**config.mk**
```make
export PLATFORM = sky130hd
export DESIGN_NAME = utf8_stream_decoder
export DESIGN_NICKNAME = d
export VERILOG_FILES = /design/src/uds_pkg.sv /design/src/uds_front.sv /design/src/uds_queue.sv /design/src/uds_back.sv /design/src/utf8_stream_decoder.sv
export SDC_FILE = /design/constraint.sdc
export NUM_CORES = 1
export LEC_CHECK = 0
export BUFFER_PORTS_ARGS = -buffer_cell sky130_fd_sc_hd__buf_2
export CORE_MARGIN = 2
export CORE_UTILIZATION = 36
export DETAILED_ROUTE_END_ITERATION = 8
export PLACE_DENSITY = 0.63
export SYNTH_ARGS = -nofsm -noshare
export SYNTH_HDL_FRONTEND = slang
export SYNTH_SLANG_ARGS = --single-unit
```
**constraint.sdc**
```tcl
create_clock -name clk -period 13.63 [get_ports clk]
set_input_delay 3.4075 -clock clk [delete_from_list [all_inputs] [get_ports clk]]
set_output_delay 3.4075 -clock clk [all_outputs]
set_load 0.01 [all_outputs]
```
**src/uds_pkg.sv**
```systemverilog
// Shared types and constants for the UTF-8 stream decoder.
// Used by uds_front, uds_queue, uds_back and utf8_stream_decoder.
package uds_pkg;

  // Width of the saturating character counter (8 to 32).
  localparam int CountBits = 32;
  localparam logic [CountBits-1:0] CountMax = {CountBits{1'b1}};

  // Byte queue between the front and back parts.
  localparam int QueueDepth = 2;
  localparam int QueuePtrW  = (QueueDepth > 1) ? $clog2(QueueDepth) : 1;
  localparam int QueueCntW  = $clog2(QueueDepth + 1);

  // Result kind codes.
  localparam logic [1:0] KindChar      = 2'd0;
  localparam logic [1:0] KindEndOk     = 2'd1;
  localparam logic [1:0] KindMalformed = 2'd2;
  localparam logic [1:0] KindEndErr    = 2'd3;

  // Byte classes decided by the front part.
  typedef enum logic [2:0] {
    CLS_NUL,
    CLS_ASCII,
    CLS_CONT,
    CLS_LEAD,
    CLS_BAD
  } byte_cls_t;

  // One classified byte.
  typedef struct packed {
    byte_cls_t   cls;
    logic [2:0]  len;   // continuation bytes expected after a lead
    logic [6:0]  bits;  // ASCII value, lead payload or continuation payload
  } byte_class_t;

  // Queue status toward the front and back parts and the top level.
  typedef struct packed {
    logic full;
    logic empty;
  } queue_stat_t;

endpackage

```
**src/uds_front.sv**
```systemverilog
// Front part: accepts raw bytes and classifies them for the back part.
// Depends on uds_pkg.
module uds_front (
  input  logic                 in_valid,
  output logic                 in_ready,
  input  logic [7:0]           in_byte_value,
  input  uds_pkg::queue_stat_t q_stat,
  output logic                 push,
  output uds_pkg::byte_class_t push_data
);

  logic [7:0] b;

  assign b        = in_byte_value;
  assign in_ready = !q_stat.full;
  assign push     = in_valid && !q_stat.full;

  // Classify the byte and mask the lead payload.
  always_comb begin
    push_data.cls  = uds_pkg::CLS_BAD;
    push_data.len  = 3'd0;
    push_data.bits = 7'd0;
    if (b == 8'h00) begin
      push_data.cls = uds_pkg::CLS_NUL;
    end else if (b < 8'h80) begin
      push_data.cls  = uds_pkg::CLS_ASCII;
      push_data.bits = b[6:0];
    end else if (b[7:6] == 2'b10) begin
      push_data.cls  = uds_pkg::CLS_CONT;
      push_data.bits = {1'b0, b[5:0]};
    end else if (b < 8'hC2 || b >= 8'hFE) begin
      push_data.cls = uds_pkg::CLS_BAD;
    end else if (b < 8'hE0) begin
      push_data.cls  = uds_pkg::CLS_LEAD;
      push_data.len  = 3'd1;
      push_data.bits = {2'b00, b[4:0]};
    end else if (b < 8'hF0) begin
      push_data.cls  = uds_pkg::CLS_LEAD;
      push_data.len  = 3'd2;
      push_data.bits = {2'b00, b[4:0]};
    end else if (b < 8'hF8) begin
      push_data.cls  = uds_pkg::CLS_LEAD;
      push_data.len  = 3'd3;
      push_data.bits = {4'd0, b[2:0]};
    end else if (b < 8'hFC) begin
      push_data.cls  = uds_pkg::CLS_LEAD;
      push_data.len  = 3'd4;
      push_data.bits = {5'd0, b[1:0]};
    end else begin
      push_data.cls  = uds_pkg::CLS_LEAD;
      push_data.len  = 3'd5;
      push_data.bits = {6'd0, b[0]};
    end
  end

endmodule

```
**src/uds_queue.sv**
```systemverilog
// Short queue of classified bytes between the front and back parts.
// Depends on uds_pkg.
module uds_queue (
  input  logic                 clk,
  input  logic                 rst_n,
  input  logic                 push,
  input  uds_pkg::byte_class_t push_data,
  input  logic                 pop,
  output uds_pkg::byte_class_t pop_data,
  output uds_pkg::queue_stat_t stat
);

  uds_pkg::byte_class_t          mem_r [uds_pkg::QueueDepth];
  logic [uds_pkg::QueuePtrW-1:0] wr_ptr_r, wr_ptr_nxt;
  logic [uds_pkg::QueuePtrW-1:0] rd_ptr_r, rd_ptr_nxt;
  logic [uds_pkg::QueueCntW-1:0] cnt_r, cnt_nxt;

  localparam logic [uds_pkg::QueuePtrW-1:0] LastPtr =
    uds_pkg::QueuePtrW'(uds_pkg::QueueDepth - 1);
  localparam logic [uds_pkg::QueueCntW-1:0] FullCnt =
    uds_pkg::QueueCntW'(uds_pkg::QueueDepth);

  assign stat.full  = (cnt_r == FullCnt);
  assign stat.empty = (cnt_r == '0);
  assign pop_data   = mem_r[rd_ptr_r];

  // Advance pointers and count.
  always_comb begin
    wr_ptr_nxt = wr_ptr_r;
    rd_ptr_nxt = rd_ptr_r;
    cnt_nxt    = cnt_r;
    if (push) begin
      wr_ptr_nxt = (wr_ptr_r == LastPtr) ? '0 : wr_ptr_r + 1'b1;
    end
    if (pop) begin
      rd_ptr_nxt = (rd_ptr_r == LastPtr) ? '0 : rd_ptr_r + 1'b1;
    end
    if (push && !pop) begin
      cnt_nxt = cnt_r + 1'b1;
    end else if (pop && !push) begin
      cnt_nxt = cnt_r - 1'b1;
    end
  end

  always_ff @(posedge clk) begin
    if (!rst_n) begin
      wr_ptr_r <= '0;
      rd_ptr_r <= '0;
      cnt_r    <= '0;
    end else begin
      wr_ptr_r <= wr_ptr_nxt;
      rd_ptr_r <= rd_ptr_nxt;
      cnt_r    <= cnt_nxt;
    end
  end

  // Store the pushed item.
  always_ff @(posedge clk) begin
    if (push) begin
      mem_r[wr_ptr_r] <= push_data;
    end
  end

endmodule

```
**src/uds_back.sv**
```systemverilog
// Back part: decoding state, saturating count and the result register.
// Depends on uds_pkg.
module uds_back (
  input  logic                           clk,
  input  logic                           rst_n,
  input  uds_pkg::queue_stat_t           q_stat,
  input  uds_pkg::byte_class_t           pop_data,
  output logic                           pop,
  output logic                           out_valid,
  input  logic                           out_ready,
  output logic [30:0]                    out_code_point,
  output logic [1:0]                     out_kind,
  output logic [31:0]                    out_char_count
);

  logic [2:0]                  pend_r, pend_nxt;
  logic [30:0]                 part_r, part_nxt;
  logic                        err_r, err_nxt;
  logic [uds_pkg::CountBits-1:0] cnt_r, cnt_nxt;
  logic                        ov_r, ov_nxt;
  logic [30:0]                 cp_r, cp_nxt;
  logic [1:0]                  kind_r, kind_nxt;
  logic [uds_pkg::CountBits-1:0] oc_r, oc_nxt;
  logic                        emit;
  logic [uds_pkg::CountBits-1:0] cnt_inc;
  logic [30:0]                 part_sh;

  // Take an item when the result register is free or being emptied.
  assign pop     = !q_stat.empty && (!ov_r || out_ready);
  assign cnt_inc = (cnt_r == uds_pkg::CountMax) ? cnt_r : cnt_r + 1'b1;
  assign part_sh = {part_r[24:0], pop_data.bits[5:0]};

  // Decode one classified byte.
  always_comb begin
    pend_nxt = pend_r;
    part_nxt = part_r;
    err_nxt  = err_r;
    cnt_nxt  = cnt_r;
    emit     = 1'b0;
    cp_nxt   = 31'd0;
    kind_nxt = uds_pkg::KindChar;
    oc_nxt   = cnt_r;
    if (pop_data.cls == uds_pkg::CLS_NUL) begin
      emit     = 1'b1;
      kind_nxt = (err_r || pend_r != 3'd0) ? uds_pkg::KindEndErr : uds_pkg::KindEndOk;
      pend_nxt = 3'd0;
      part_nxt = 31'd0;
      err_nxt  = 1'b0;
      cnt_nxt  = '0;
    end else if (err_r) begin
      emit = 1'b0;
    end else if (pend_r != 3'd0) begin
      if (pop_data.cls != uds_pkg::CLS_CONT) begin
        emit     = 1'b1;
        kind_nxt = uds_pkg::KindMalformed;
        err_nxt  = 1'b1;
        pend_nxt = 3'd0;
        part_nxt = 31'd0;
      end else begin
        pend_nxt = pend_r - 3'd1;
        if (pend_r == 3'd1) begin
          emit     = 1'b1;
          cp_nxt   = part_sh;
          cnt_nxt  = cnt_inc;
          oc_nxt   = cnt_inc;
          part_nxt = 31'd0;
        end else begin
          part_nxt = part_sh;
        end
      end
    end else begin
      case (pop_data.cls)
        uds_pkg::CLS_ASCII: begin
          emit    = 1'b1;
          cp_nxt  = {24'd0, pop_data.bits};
          cnt_nxt = cnt_inc;
          oc_nxt  = cnt_inc;
        end
        uds_pkg::CLS_LEAD: begin
          pend_nxt = pop_data.len;
          part_nxt = {24'd0, pop_data.bits};
        end
        default: begin
          emit     = 1'b1;
          kind_nxt = uds_pkg::KindMalformed;
          err_nxt  = 1'b1;
        end
      endcase
    end
  end

  // Hold the result until taken; load a new one on a producing pop.
  always_comb begin
    ov_nxt = ov_r;
    if (out_ready) begin
      ov_nxt = 1'b0;
    end
    if (pop && emit) begin
      ov_nxt = 1'b1;
    end
  end

  always_ff @(posedge clk) begin
    if (!rst_n) begin
      pend_r <= 3'd0;
      part_r <= 31'd0;
      err_r  <= 1'b0;
      cnt_r  <= '0;
      ov_r   <= 1'b0;
    end else begin
      ov_r <= ov_nxt;
      if (pop) begin
        pend_r <= pend_nxt;
        part_r <= part_nxt;
        err_r  <= err_nxt;
        cnt_r  <= cnt_nxt;
      end
    end
  end

  always_ff @(posedge clk) begin
    if (pop && emit) begin
      cp_r   <= cp_nxt;
      kind_r <= kind_nxt;
      oc_r   <= oc_nxt;
    end
  end

  assign out_valid      = ov_r;
  assign out_code_point = cp_r;
  assign out_kind       = kind_r;
  assign out_char_count = 32'(oc_r);

endmodule

```
**src/utf8_stream_decoder.sv**
```systemverilog
// Top level of the UTF-8 stream decoder: front, queue and back parts.
// Depends on uds_pkg, uds_front, uds_queue and uds_back.
//
//   channel | direction | ports
//   --------+-----------+-----------------------------------------------
//   in      | input     | in_valid, in_ready, in_byte_value
//   out     | output    | out_valid, out_ready, out_code_point, out_kind,
//           |           | out_char_count
//
// One byte per cycle sustained unless out_ready stalls the result register;
// a taken byte is queued, then decoded into the result register when popped.
// A two-entry queue parts input from decoding; in_ready drops only when it is
// full, which happens when the result register is stalled by out_ready.
// Synchronous active-low reset clears the queue, decode state and count.
module utf8_stream_decoder (
  input  logic        clk,
  input  logic        rst_n,
  input  logic        in_valid,
  output logic        in_ready,
  input  logic [7:0]  in_byte_value,
  output logic        out_valid,
  input  logic        out_ready,
  output logic [30:0] out_code_point,
  output logic [1:0]  out_kind,
  output logic [31:0] out_char_count
);

  uds_pkg::queue_stat_t q_stat;
  uds_pkg::byte_class_t push_data;
  uds_pkg::byte_class_t pop_data;
  logic                 push;
  logic                 pop;

  uds_front u_front (
    .in_valid      (in_valid),
    .in_ready      (in_ready),
    .in_byte_value (in_byte_value),
    .q_stat        (q_stat),
    .push          (push),
    .push_data     (push_data)
  );

  uds_queue u_queue (
    .clk       (clk),
    .rst_n     (rst_n),
    .push      (push),
    .push_data (push_data),
    .pop       (pop),
    .pop_data  (pop_data),
    .stat      (q_stat)
  );

  uds_back u_back (
    .clk            (clk),
    .rst_n          (rst_n),
    .q_stat         (q_stat),
    .pop_data       (pop_data),
    .pop            (pop),
    .out_valid      (out_valid),
    .out_ready      (out_ready),
    .out_code_point (out_code_point),
    .out_kind       (out_kind),
    .out_char_count (out_char_count)
  );

`ifndef NO_ASSERTIONS
  // Back part must not take an item while its result is stalled.
  a_no_pop_stalled: assert property (@(posedge clk) disable iff (!rst_n)
    (out_valid && !out_ready) |-> !pop)
    else $error("item taken while result stalled");

  // Queue is never popped empty.
  a_no_pop_empty: assert property (@(posedge clk) disable iff (!rst_n)
    pop |-> !q_stat.empty)
    else $error("pop from empty queue");

  // Non-character results carry a zero code point.
  a_zero_cp: assert property (@(posedge clk) disable iff (!rst_n)
    (out_valid && out_kind != uds_pkg::KindChar) |-> (out_code_point == 31'd0))
    else $error("nonzero code point on non-character result");
`endif

endmodule

```
* Yosys cells after proc, flatten, opt, wreduce, memory -nomap -nowiden
Memory sizes are Yosys's and may differ from the RTL's. A register that Yosys moved wholly into a read port is not among the register bits. Cells that the tools add are included.
Storage, ports and cells: bits in registers 131, output and inout port bits 67, input bits 12, memories 1, bits in writable memories 26, word-level logic and storage cells 120
Cells by class: $add $sub $neg 6, reduce and logical (&&, ||, !) cells 23, mux-type cells 64, $lt $le $gt $ge 7, equality and inequality tests 8
Memory list:
- u_queue.mem_r | depth 2, width 13, rd ports 1, clocked after memory_dff 1, wr ports 1, line uds_queue.sv:13 | uds_pkg::byte_class_t mem_r [uds_pkg::QueueDepth];
Operator list (count):
- $mux W32 | 8
- $mux W25 | 6
- $mux W31 | 3
- $lt A8 B8 Y1 const B | 6
- $mux W3 | 11
- $add A32 B1 Y32 const B | 1
- $eq A32 B32 Y1 const B | 1
- $mux W10 | 3
- $mux W13 | 2
- $mux W7 | 3
- $mux W1 | 19
- $mux W2 | 8
- $ge A8 B8 Y1 const B | 1
- $logic_not A8 Y1 | 1
- $mux W8 | 1
- $eq A3 B1 Y1 const B | 2
- $reduce_bool A3 Y1 | 2
- $logic_and A1 B1 Y1 | 5
- $logic_not A1 Y1 | 5
- $eq A2 B2 Y1 const B | 2
- $reduce_bool A2 Y1 | 2
- $reduce_or A2 Y1 | 2
- $eq A3 B2 Y1 const B | 1
- $logic_not A3 Y1 | 1
- 9 further kinds | 12

* Depth between registers and ports, before layout
Gate-level depths: netlist of the first run.
depth in word-level cells 9, mapped depth 10, mapped depth without buffers 8

* Cells and area by module
From an unflattened synthesis of the first run, not the netlist that was laid out.
Second synthesis, totals: cell total of the unflattened synthesis 666, area total of the unflattened synthesis 7128.1 um^2
Modules (own cells, without submodules):
- uds_back | cells each 576, sequential area each 3193.1 um^2, times used 1, area each 5793.1 um^2
- uds_queue | cells each 62, sequential area each 880.8 um^2, times used 1, area each 1151.1 um^2
- uds_front | cells each 28, sequential area each 0.0 um^2, times used 1, area each 183.9 um^2

* Worst setup path before layout of the first run
Ideal clock, no wire load.
path kind input to register, start point in out_ready, end point reg u_back.oc_r (netlist bit u_back.out_char_count[0]), enable pin, data required time 13.119 ns, slack 5.862 ns, arrival 7.257 ns, stages 4, setup time 0.511 ns, path buffers 0, path through nor2b_1 > nor2_1 > clkinv_1 > a21oi_1
Between the ends: longest elaborated chain between the ends 3
Ends and longest elaborated chain:
- from (decl) | line utf8_stream_decoder.sv:22 | input logic out_ready,
- $logic_or A1 B1 Y1 | line uds_back.sv:29 | assign pop = !q_stat.empty && (!ov_r || out_ready);
- $logic_and A1 B1 Y1 | line uds_back.sv:29
- $logic_and A1 B1 Y1 | line uds_back.sv:122 | if (pop && emit) begin
- to (signal assigned) | line uds_back.sv:125 | oc_r <= oc_nxt;
- to (decl) | line uds_back.sv:23 | logic [uds_pkg::CountBits-1:0] oc_r, oc_nxt;
No other way between the ends. A chain may end at the register's enable or synchronous reset.

==> results of run 1 <==
layer usage:
layer	GRT usage [%]	vias to the layer above	part of all wire (%)
met5	0	-	0
met2	22.2	112	44
met1	20.9	2466	50
met4	5.37	0	1.5
li1	-	2629	-
met3	3.68	19	4.6
area by class of cell:
class,count,area share (%)
Sequential cell,158,49.1
Tap cell,265,3.99
Timing Repair Buffer,82,5.06
Clock buffer,20,5.76
Clock inverter,12,1.19
Multi-Input combinational cell,471,34.3
Inverter,13,0.588
path summary, 6_finish.rpt:
| check | end | slack (ns) | from |
|---|---|---|---|
| setup / recovery | u_back.cnt_r[9] | 7.47 | rst_n |
| hold / removal | u_back.part_r[18] | 0.47 | u_back.part_r[12] |
| setup reg to reg | u_back.cnt_r[9] | 9.97 | flip-flop |
| hold reg to reg | u_back.part_r[18] | 0.47 | u_back.part_r[12] |
critical path: cells and delay by family:
kind | cells | cell delay, ns
simple gates | 5 | 2.48
buf+inv | 1 | 0.60
power by group:
part	switching [mW]	internal (mW)	leakage, nW
registers	0.0483	0.666	1.42
clock network	0.200	0.257	0.278
logic	0.293	0.135	1.35
total	0.541	1.06	3.04
sequential cells by signal (all words and copies together), names as in the netlist, 2 cells and up, named ones only:
| register | flops |
|---|---|
| u_back.cnt_r | 32 |
| u_back.out_char_count | 32 |
| u_back.out_code_point | 31 |
| u_back.out_kind | 2 |
| u_back.part_r | 25 |
| u_back.pend_r | 3 |
| u_queue.cnt_r | 2 |
| u_queue.mem_r | 26 |
stage by stage:
step / power [mW] / cells / area, µm²
4_1_cts: 1.62 / 1021 / 8300
3_5_place_dp: 1.16 / 989 / 7720
2_1_floorplan: 0.992 / 683 / 7120
3_3_place_gp: 1.16 / 989 / 7720
5_1_grt: 1.69 / 1021 / 8300
6_report: 1.60 / 1021 / 8300
cells by family after synthesis:
| logic type | share of synthesized area (%) |
|---|---|
| AO/OA/AOI/OAI | 11.2 |
| XOR/XNOR | 4.06 |
| adder cells (fa/ha/maj) | 0.879 |
| buffers and inverters | 3.04 |
| flip-flops | 57.2 |
| multiplexers | 1.86 |
| AND/OR/NAND/NOR | 21.7 |
layout by cell type, fill, tap and decap left out, types with 4 or more instances in the layout:
master                      count
sky130_fd_sc_hd__edfxtp_1      91
sky130_fd_sc_hd__buf_2         78
sky130_fd_sc_hd__nand2_1       74
sky130_fd_sc_hd__dfxtp_1       67
sky130_fd_sc_hd__nand3_1       66
sky130_fd_sc_hd__nor2_1        44
sky130_fd_sc_hd__o21ai_0       38
sky130_fd_sc_hd__and2_1        32
sky130_fd_sc_hd__xor2_1        20
sky130_fd_sc_hd__clkbuf_16     18
sky130_fd_sc_hd__a21oi_1       14
sky130_fd_sc_hd__o211ai_1      14
sky130_fd_sc_hd__nor3_1        13
sky130_fd_sc_hd__xnor2_1       13
sky130_fd_sc_hd__inv_1         12
sky130_fd_sc_hd__mux2i_1       11
sky130_fd_sc_hd__nand4_1       11
sky130_fd_sc_hd__a31oi_1       11
sky130_fd_sc_hd__o31ai_1       11
sky130_fd_sc_hd__or3_1          8
sky130_fd_sc_hd__nor2b_1        7
sky130_fd_sc_hd__and3_1         7
sky130_fd_sc_hd__or4_1          7
sky130_fd_sc_hd__o311ai_0       7
sky130_fd_sc_hd__ha_1           5
sky130_fd_sc_hd__nor4_1         4
sky130_fd_sc_hd__buf_4          4
==> results.md, run 1 <==
| Metric | Reported |
|:---|:---|
| Type of the worst min-delay path | flip-flop to flip-flop |
| Combined area of all synthesized cells | 7120 µm² |
| Post-synth top area share | 38.4% |
| Num ports | 79 |
| Fmax achieved | 0.162 GHz |
| Relative slew slack | 19.8% |
| Sum of overflow across all layers after global routing | 0 |
| Avg WL per Cell | 14.8 µm |
| Slowest cell on the critical path | sky130_fd_sc_hd__and3_1 |
| Yosys synthesis warning count | 0 |
| Synth area leaders | sky130_fd_sc_hd__edfxtp_1 38%, sky130_fd_sc_hd__dfxtp_1 19%, sky130_fd_sc_hd__nand3_1 4.6%, sky130_fd_sc_hd__nand2_1 3.9%, sky130_fd_sc_hd__and2_1 2.8% |
| Number of DRC markers after the initial detailed-route iteration | 407 |
| DIE AREA | 20900 µm² |
| Setup repair after global routing missed its margin | false |
| TNS Setup | 0 ns |
| HPWL reported at the end of detailed placement | 9930 µm |
| Final critical path time including I/O delays and setup | 6.16 ns |
| Die Y | 145 µm |
| Via Count | 5226 |
| Commonest cells in the netlist | 91 x sky130_fd_sc_hd__edfxtp_1, 74 x sky130_fd_sc_hd__nand2_1, 67 x sky130_fd_sc_hd__dfxtp_1 |
| R2R depth | 6 |
| Critical Setup Path Class | input pin to flip-flop |
| Hold Worst Slack | 0.466 ns |
| Worst setup EP type | flip-flop |
| Top flip-flop cell by instance count after synthesis | sky130_fd_sc_hd__edfxtp_1 |
| Sequential cell area in the final layout | 4070 µm² |
| Run status | finished, final reports clean |
| Root buffer cell | sky130_fd_sc_hd__clkbuf_16 |
| Initial antenna violation count | 0 |
| Number of synthesized flops with an enable pin | 91 |
| Number of max-cap violations | 0 |
| Relative area change from synthesis to final layout | 16.6% |
| Post-synthesis net count | 700 |
| Total routing usage reported by global routing | 14.8% |
| Post-placement worst setup slack | 7.05 ns |
| Clock input transition at the sequential cells of the worst setup and hold paths | 0.06 ns |
| Number of buffers inserted by port buffering | 78 |
| Number of instances in the synthesized netlist | 683 |
| Num Clock Sinks | 158 |
| Post-synthesis sequential area ratio | 57.2% |
| Total DRC errors in the routed layout | 0 |
| Proportion of layout cells with a drive suffix above 1 | 17.1% |
| Async set or reset register ratio after synthesis | 0% |
| Mean Syn Cell Area | 10.4 µm² |
| Series of cell instances along the critical path | buf_2, nor3b_1, and3_1, nand3_1, or3_1, nand3_1 |
| Data arrival time of the critical path | 6.53 ns |
| Kind of start point of the critical path | input pin |
| Cts-stage hold buffer count | 0 |
| Final standard cell utilization of the core | 42.6% |
| Setup repair bufs after CTS | 0 |
| Critical Path RT | 14.00 ns |
| Worst-case clock buffer depth | 2 |
| Core region area | 19500 µm² |
| Multi-input gate area | 2850 µm² |
| Hold path cells | 2 |
| Fill count | 1848 |
| Inserted Diodes | 0 |
| GPL Wtd Cong | 0.810 |
| Worst Max-Slew Pin Slew | 1.20 ns |
| Avg Vias per Cell | 5.12 |
| Final worst clock skew | 0.00912 ns |
| Least setup slack across all paths after layout | 7.47 ns |
| Die width | 145 µm |
| Setup violation total in the final timing report | 0 |
| Register bit count reported by yosys | 158 |
| Starting density of the core | 36.6% |
| Unique cell type count in the Yosys netlist | 63 |
| Number of buffers inserted during clock tree synthesis | 17 |
| Wire length of the first global-routing pass | 24100 µm |
| Remaining antenna violation count after routing | 0 |
| Total power divided by cell area | 193 nW/µm² |
| Post-layout net count | 760 |
| Drt total wl | 15100 µm |
| Largest area contributor in the netlist | sky130_fd_sc_hd__edfxtp_1 |
| Maximum level of the CTS H-tree | 4 |
| Final Max Slew Viols | 0 |
| Crit-path max FO | 44 |
| Cell repeated most along the worst path | sky130_fd_sc_hd__nand3_1 |
| Longest individual stage delay on the worst path | 0.86 ns |
| Cts repair resizes | 0 |
| Most repeated cell in the gate-level netlist after synthesis | sky130_fd_sc_hd__edfxtp_1 |
| Row count | 51 |
| Number of optimization iterations in the first detailed-route pass | 5 |
| Period Utilization, post-route | 45.2% |
| Vias in the first global route | 4722 |
| Clock latency on the worst-skew pair | 0.43 ns |
| Number of hold-slack violations in the final timing report | 0 |
| CTS tree | done |
| Maximum number of pins on one net before global-route repair | 57 |
| Max VDD drop | 0.101 mV |
| Leakage power total | 3.04 nW |
(Power assumes the default switching activity.)
==> run 2, diff against run 1 <==
- clock period: 13.63 -> 6.45 ns (I/O delays scaled with it)
==> run 2 against run 1 <==
Effect of this change: clock power up 110%; highest routed layer unchanged; first-iteration DRC count down 15%; routed wire length up 1.7%; final cell count up 0.20%; sequential cell count unchanged; clock skew up 0.0028 ns; sequential power up 110%; global-route usage up 0.056 points; sequential share of layout area down 0.13 points.
==> results.md, run 2 (same netlist as run 1, synthesis figures left out) <==
| Metric | Reported | Delta |
|:---|:---|:---|
| Data arrival time of the critical path | 4.30 ns | -2.23 ns |
| Remaining antenna violation count after routing | 0 | unchanged |
| DIE AREA | 20900 µm² | unchanged |
| Worst Max-Slew Pin Slew | 1.15 ns | -0.0458 ns |
| GPL Wtd Cong | 0.818 | +0.94% |
| Maximum level of the CTS H-tree | 4 | unchanged |
| Number of instances in the placed design | 991 | +0.20% |
| R2R depth | 4 | -2 |
| HPWL reported at the end of detailed placement | 10100 µm | +1.5% |
| Critical Setup Path Class | input pin to flip-flop |  |
| Avg Vias per Cell | 5.12 | about the same |
| Die width | 145 µm | unchanged |
| Number of hold-slack violations in the final timing report | 0 | unchanged |
| Relative area change from synthesis to final layout | 16.9% |  |
| End of the worst register-to-register path | u_back.out_code_point[14] |  |
| Startpoint of the tightest hold check path | u_back.part_r[19] |  |
| Starting density of the core | 36.6% | unchanged |
| Hold path cells | 2 | unchanged |
| Endpoint with the worst hold slack | u_back.part_r[19] |  |
| Num Clock Sinks | 158 | unchanged |
| Setup repair bufs after CTS | 0 | unchanged |
| Num ports | 79 | unchanged |
| Max VDD drop | 0.142 mV | +42% |
| Die Y | 145 µm | unchanged |
| CTS tree | done |  |
| Sum of overflow across all layers after global routing | 0 | unchanged |
| Fmax achieved | 0.255 GHz |  |
| Avg WL per Cell | 15.0 µm | +1.5% |
| Total routing usage reported by global routing | 14.9% | +0.056 points |
| Clock latency on the worst-skew pair | 0.43 ns | about the same |
| Total DRC errors in the routed layout | 0 | unchanged |
| Core region area | 19500 µm² | unchanged |
| Row count | 51 | unchanged |
| Beginning of the critical path | rst_n |  |
| Final critical path time including I/O delays and setup | 3.93 ns |  |
| Maximum number of pins on one net before global-route repair | 57 | unchanged |
| Critical Path RT | 6.82 ns | -7.18 ns |
| Cts-stage hold buffer count | 0 | unchanged |
| Inserted Diodes | 0 | unchanged |
| Clock input transition at the sequential cells of the worst setup and hold paths | 0.06 ns | about the same |
| Initial antenna violation count | 0 | unchanged |
| Vias in the first global route | 4634 | -1.9% |
| Crit-path max FO | 44 | unchanged |
| TNS Setup | 0 ns | unchanged |
| Total power divided by cell area | 410 nW/µm² | +110% |
| Relative slew slack | 22.8% | +3.1 points |
| Number of optimization iterations in the first detailed-route pass | 5 | unchanged |
| Run status | finished, final reports clean |  |
| Period Utilization, post-route | 60.9% |  |
| Type of the worst min-delay path | flip-flop to flip-flop |  |
| Final worst clock skew | 0.0119 ns | +0.00280 ns |
| Most common cell after layout, fill and taps aside | sky130_fd_sc_hd__edfxtp_1 |  |
| Wire length of the first global-routing pass | 24000 µm | -0.40% |
| Leading cell types in the layout, fill and taps excluded | 91 x sky130_fd_sc_hd__edfxtp_1, 78 x sky130_fd_sc_hd__buf_2, 74 x sky130_fd_sc_hd__nand2_1 |  |
| Cts repair resizes | 0 | unchanged |
| Via Count | 5240 | +0.27% |
| Total power | 3.41 mW | +110% |
| Setup repair after global routing missed its margin | false |  |
| Proportion of layout cells with a drive suffix above 1 | 17.0% | -0.045 points |
| Final Max Slew Viols | 0 | unchanged |
| Kind of start point of the critical path | input pin |  |
| Register-to-register setup slack | 3.09 ns | -6.88 ns |
| Post-layout net count | 762 | +0.26% |
| Setup violation total in the final timing report | 0 | unchanged |
| Root buffer cell | sky130_fd_sc_hd__clkbuf_16 |  |
| Fill count | 1878 | +1.6% |
| Number of buffers inserted by port buffering | 78 | unchanged |
| Leakage power total | 3.05 nW | +0.23% |
| Number of buffers inserted during clock tree synthesis | 17 | unchanged |
| Number of max-cap violations | 0 | unchanged |
| Drt total wl | 15400 µm | +1.7% |
| Worst setup EP type | flip-flop |  |
| Number of DRC markers after the initial detailed-route iteration | 344 | -15% |
| Post-layout instance count excluding filler cells | 1023 | +0.20% |
| Worst-case clock buffer depth | 2 | unchanged |
-- run 2: layout make-up --
cell class / instances / area, µm² / share of cell area [%]
multi-input cells: 471 / 2850 / 34.2
inverters: 13 / 48.8 / 0.586
well taps: 265 / 332 / 3.98
flip-flops and latches: 158 / 4070 / 49.0
repair buffers: 84 / 435 / 5.23
clock inverters: 14 / 133 / 1.59
clock buffers: 18 / 450 / 5.41
-- run 2: stage by stage --
step / hold WS (ns) / utilization [%] / setup WS [ns] / instance area (µm²)
CTS: 0.470 / 42.8 / 2.60 / 8320
floorplan: 0.435 / - / 0.477 / 7120
global route: 0.494 / 42.8 / 2.24 / 8320
finish: 0.465 / 42.8 / 2.52 / 8320
detailed placement: 0.456 / 39.8 / 2.17 / 7740
global placement: 0.447 / 39.8 / 2.25 / 7740
-- run 2: critical path: stages --
cell and delay (ns):
sky130_fd_sc_hd__buf_2 0.62, sky130_fd_sc_hd__nor3b_1 0.60, sky130_fd_sc_hd__and3_1 0.24, sky130_fd_sc_hd__buf_4 0.27
sky130_fd_sc_hd__nand3_1 0.39, sky130_fd_sc_hd__or3_1 0.45, sky130_fd_sc_hd__nand3_1 0.09
-- run 2: how the worst max path moves through the flow --
stage / end / cells past startpoint
floorplan: u_back.out_char_count[0] / 4
global placement: u_back.cnt_r[11] / 7
detailed placement: u_back.cnt_r[12] / 7
CTS: u_back.cnt_r[8] / 7
global route: u_back.cnt_r[14] / 6
finish: u_back.cnt_r[8] / 7
-- run 2: per-layer routing --
layer  vias up  share of wire [%]  track usage, %  routed length (µm)
met5         -                  0               0                   0
met1      2437                 49            21.4                7570
met3        16                5.9            3.77                 899
met4         0                1.2            4.96                 180
li1       2634                  -               -                   -
met2       153                 44            21.9                6700
-- run 2: where the power goes --
part | switching [mW] | internal (mW)
Combinational | 0.633 | 0.292
Sequential | 0.102 | 1.41
Clock | 0.417 | 0.560
Total | 1.15 | 2.26
==> run 3, diff against run 2 <==
- ABC_AREA: not set -> 1
- PLACE_DENSITY: 0.63 -> 0.65
- clock period: 6.45 -> 3.5 ns (I/O delays scaled with it)
==> run 3 against run 2 <==
Effect of this change: synthesized area up 15%; global-route usage up 2.1 points; cell area up 13%; worst hold slack better by 0.0030 ns; sequential share of layout area down 5.6 points; sequential cell count unchanged; power rose to 2.6 times the previous value; critical endpoint is now u_back.part_r[19]; highest routed layer unchanged.
==> results.md, run 3 <==
| Metric | Reported | Delta |
|:---|:---|:---|
| Run status | finished, final reports clean |  |
| Fmax achieved | 0.336 GHz |  |
| Largest area contributor in the netlist | sky130_fd_sc_hd__edfxtp_1 |  |
| Number of buffers inserted during clock tree synthesis | 17 | unchanged |
| Setup repair bufs after CTS | 0 | unchanged |
| Die width | 155 µm | +7.1% |
| Leading cell types in the layout, fill and taps excluded | 218 x sky130_fd_sc_hd__nand2_1, 105 x sky130_fd_sc_hd__inv_1, 99 x sky130_fd_sc_hd__nor2_1 |  |
| Critical Setup Path Class | flip-flop to flip-flop |  |
| Final standard cell utilization of the core | 41.8% | -0.97 points |
| Setup repair after global routing missed its margin | false |  |
| Row count | 55 | +7.8% |
| Die Y | 155 µm | +7.1% |
| Most common cell after layout, fill and taps aside | sky130_fd_sc_hd__nand2_1 |  |
| Cts repair resizes | 0 | unchanged |
| Final Max Slew Viols | 0 | unchanged |
| Number of max-cap violations | 0 | unchanged |
| Async set or reset register ratio after synthesis | 0% | unchanged |
| Combined area of all synthesized cells | 8190 µm² | +15% |
| Dominant delay contributor by cell family on the critical path | compound AO/OA/AOI/OAI gates |  |
| GPL Wtd Cong | 0.890 | +8.8% |
| Top flip-flop cell by instance count after synthesis | sky130_fd_sc_hd__edfxtp_1 |  |
| Initial antenna violation count | 0 | unchanged |
| Most utilized layer in the global route result | met2 |  |
| Final worst clock skew | 0.0108 ns | -0.00116 ns |
| Clock input transition at the sequential cells of the worst setup and hold paths | 0.07 ns | about the same |
| Post-synthesis net count | 1018 | +45% |
| Sequential cell area in the final layout | 4070 µm² | unchanged |
| Number of buffers inserted by port buffering | 78 | unchanged |
| Synth area leaders | sky130_fd_sc_hd__edfxtp_1 33%, sky130_fd_sc_hd__dfxtp_1 16%, sky130_fd_sc_hd__nand2_1 10%, sky130_fd_sc_hd__a21oi_1 4.8%, sky130_fd_sc_hd__inv_1 4.8% |  |
| Remaining antenna violation count after routing | 0 | unchanged |
| Worst setup EP type | flip-flop |  |
| Total routing usage reported by global routing | 17.0% | +2.1 points |
| Relative area change from synthesis to final layout | 14.8% |  |
| Worst Max-Slew Pin Slew | 1.12 ns | -0.0362 ns |
| Leakage power total | 3.58 nW | +17% |
| Post-detailed-placement cell area | 8830 µm² | +14% |
| Crit-path max FO | 41 | -6.8% |
| Inserted Diodes | 0 | unchanged |
| Longest individual stage delay on the worst path | 0.86 ns | +0.24 ns |
| Core region area | 22500 µm² | +16% |
| Global routing met3 resource utilization | 2.65% | -1.1 points |
| Number of DRC markers after the initial detailed-route iteration | 589 | +71% |
| Critical path depth in cells | 9 | +2 |
| Max VDD drop | 0.331 mV | +130% |
| Critical Path RT | 3.85 ns | -2.97 ns |
| Post-synthesis sequential area ratio | 49.7% | -7.5 points |
| Bufs and invs on worst path | 3 | +1 |
| Mean Syn Cell Area | 8.18 µm² | -21% |
| GR Util met2 | 27.7% | +5.8 points |
| CTS tree | done |  |
| Relative slew slack | 25.3% | +2.4 points |
| Setup violation total in the final timing report | 0 | unchanged |
| Maximum level of the CTS H-tree | 4 | unchanged |
| Maximum number of pins on one net before global-route repair | 44 | -23% |
| Period Utilization, post-route | 84.9% |  |
| Avg WL per Cell | 14.8 µm | -1.2% |
| Drt total wl | 20200 µm | +32% |
| Register bit count reported by yosys | 158 | unchanged |
| Clock latency on the worst-skew pair | 0.43 ns | about the same |
| Series of cell instances along the critical path | inv_2, o21ai_2, nor2_4, nand2_4, inv_2, o21ai_4, buf_4, a31oi_1, a211oi_2 |  |
| Post-layout net count | 1082 | +42% |
| Kind of start point of the critical path | flip-flop |  |
| TNS Setup | 0 ns | unchanged |
| Cts-stage hold buffer count | 0 | unchanged |
| Sum of overflow across all layers after global routing | 0 | unchanged |
| Num Clock Sinks | 158 | unchanged |
| Most repeated cell in the gate-level netlist after synthesis | sky130_fd_sc_hd__nand2_1 |  |
| Type of the worst min-delay path | flip-flop to flip-flop |  |
| Worst-case clock buffer depth | 2 | unchanged |
| Number of optimization iterations in the first detailed-route pass | 6 | +1 |
| Number of synthesized flops with an enable pin | 91 | unchanged |
| Vias in the first global route | 6536 | +41% |
| Total power divided by cell area | 944 nW/µm² | +130% |
| Met1 track utilization from global routing | 23.1% | +1.7 points |
| Final critical path time including I/O delays and setup | 2.97 ns |  |
| Number of hold-slack violations in the final timing report | 0 | unchanged |
| R2R depth | 9 | +5 |
| Yosys synthesis warning count | 0 | unchanged |
| HPWL reported at the end of detailed placement | 13600 µm | +35% |
| Starting density of the core | 36.4% | -0.16 points |
| Root buffer cell | sky130_fd_sc_hd__clkbuf_16 |  |
| Via Count | 7018 | +34% |
| Number of instances in the synthesized netlist | 1001 | +47% |
| Post-synth top area share | 33.4% | -5.0 points |
| DIE AREA | 24000 µm² | +15% |
| Cell repeated most along the worst path | sky130_fd_sc_hd__inv_2 |  |
| Data arrival time of the critical path | 3.33 ns | -0.97 ns |
| Unique cell type count in the Yosys netlist | 40 | -37% |
| Wire length of the first global-routing pass | 32800 µm | +37% |
| Fill count | 2171 | +16% |
| Avg Vias per Cell | 5.15 | +0.52% |
| Proportion of layout cells with a drive suffix above 1 | 16.3% | -0.69 points |
| Commonest cells in the netlist | 218 x sky130_fd_sc_hd__nand2_1, 105 x sky130_fd_sc_hd__inv_1, 99 x sky130_fd_sc_hd__nor2_1 |  |
| Hold path cells | 2 | unchanged |
| Multi-input gate area | 3480 µm² | +22% |
| Total DRC errors in the routed layout | 0 | unchanged |
| Slowest cell on the critical path | sky130_fd_sc_hd__o21ai_4 |  |
| Num ports | 79 | unchanged |
| Final standard cell area without fillers | 9400 µm² | +13% |
==> run 3: path summary, 6_finish.rpt <==
path	to	start	slack, ns
max reg2reg	u_back.part_r[19]	flip-flop	0.53
min reg2reg	u_back.part_r[24]	u_back.part_r[24]	0.47
max	u_back.part_r[19]	flip-flop	0.53
min	u_back.part_r[24]	u_back.part_r[24]	0.47
==> run 3: cells by family after synthesis <==
logic type,count (synthesis),synth area share [%]
compound gates,223,16.5
simple gates,443,23.6
xor+xnor,12,1.28
flops,158,49.7
buf+inv,159,8.02
mux,1,0.122
fa+ha+maj,5,0.764
==> run 3: tightest hold or removal path, delay by kind of cell, from the launching register on <==
kind	cells	cell delay, ns
buffers and inverters	1	0.07
DFF	1	0.30
AOI/OAI and AO/OA	1	0.06
==> run 3: per-layer routing <==
| layer | share of wire, % | vias to the layer above | wire [µm] |
|---|---|---|---|
| met3 | 4.5 | 25 | 911 |
| met2 | 46 | 184 | 9260 |
| met4 | 1.8 | 0 | 367 |
| li1 | - | 3527 | - |
| met5 | 0 | - | 0 |
| met1 | 48 | 3282 | 9660 |
==> run 3: power breakdown <==
part | total [mW] | internal (mW) | switching, mW | leakage [nW]
sequential | 3.30 | 2.89 | 0.407 | 1.42
combinational | 3.78 | 1.17 | 2.61 | 1.87
clock | 1.80 | 0.949 | 0.855 | 0.283
total | 8.88 | 5.01 | 3.87 | 3.58
==> run 3: through the flow <==
step | total power, mW | setup WS (ns) | instances | hold slack (ns)
finish | 8.88 | 0.528 | 1363 | 0.468
global route | 9.52 | 0.265 | 1363 | 0.482
CTS | 8.92 | 0.521 | 1363 | 0.467
detailed placement | 7.09 | 0.542 | 1331 | 0.447
global placement | 7.03 | 0.661 | 1331 | 0.435
floorplan | 5.97 | 0.303 | 1001 | 0.425
==> run 3: area by class of cell <==
cell class                      count  area share (%)
Timing Repair Buffer               91            5.32
Sequential cell                   158            43.3
Multi-Input combinational cell    684            37.0
Tap cell                          285            3.79
Clock buffer                       17            4.52
Clock inverter                     15            1.54
Inverter                          113            4.51
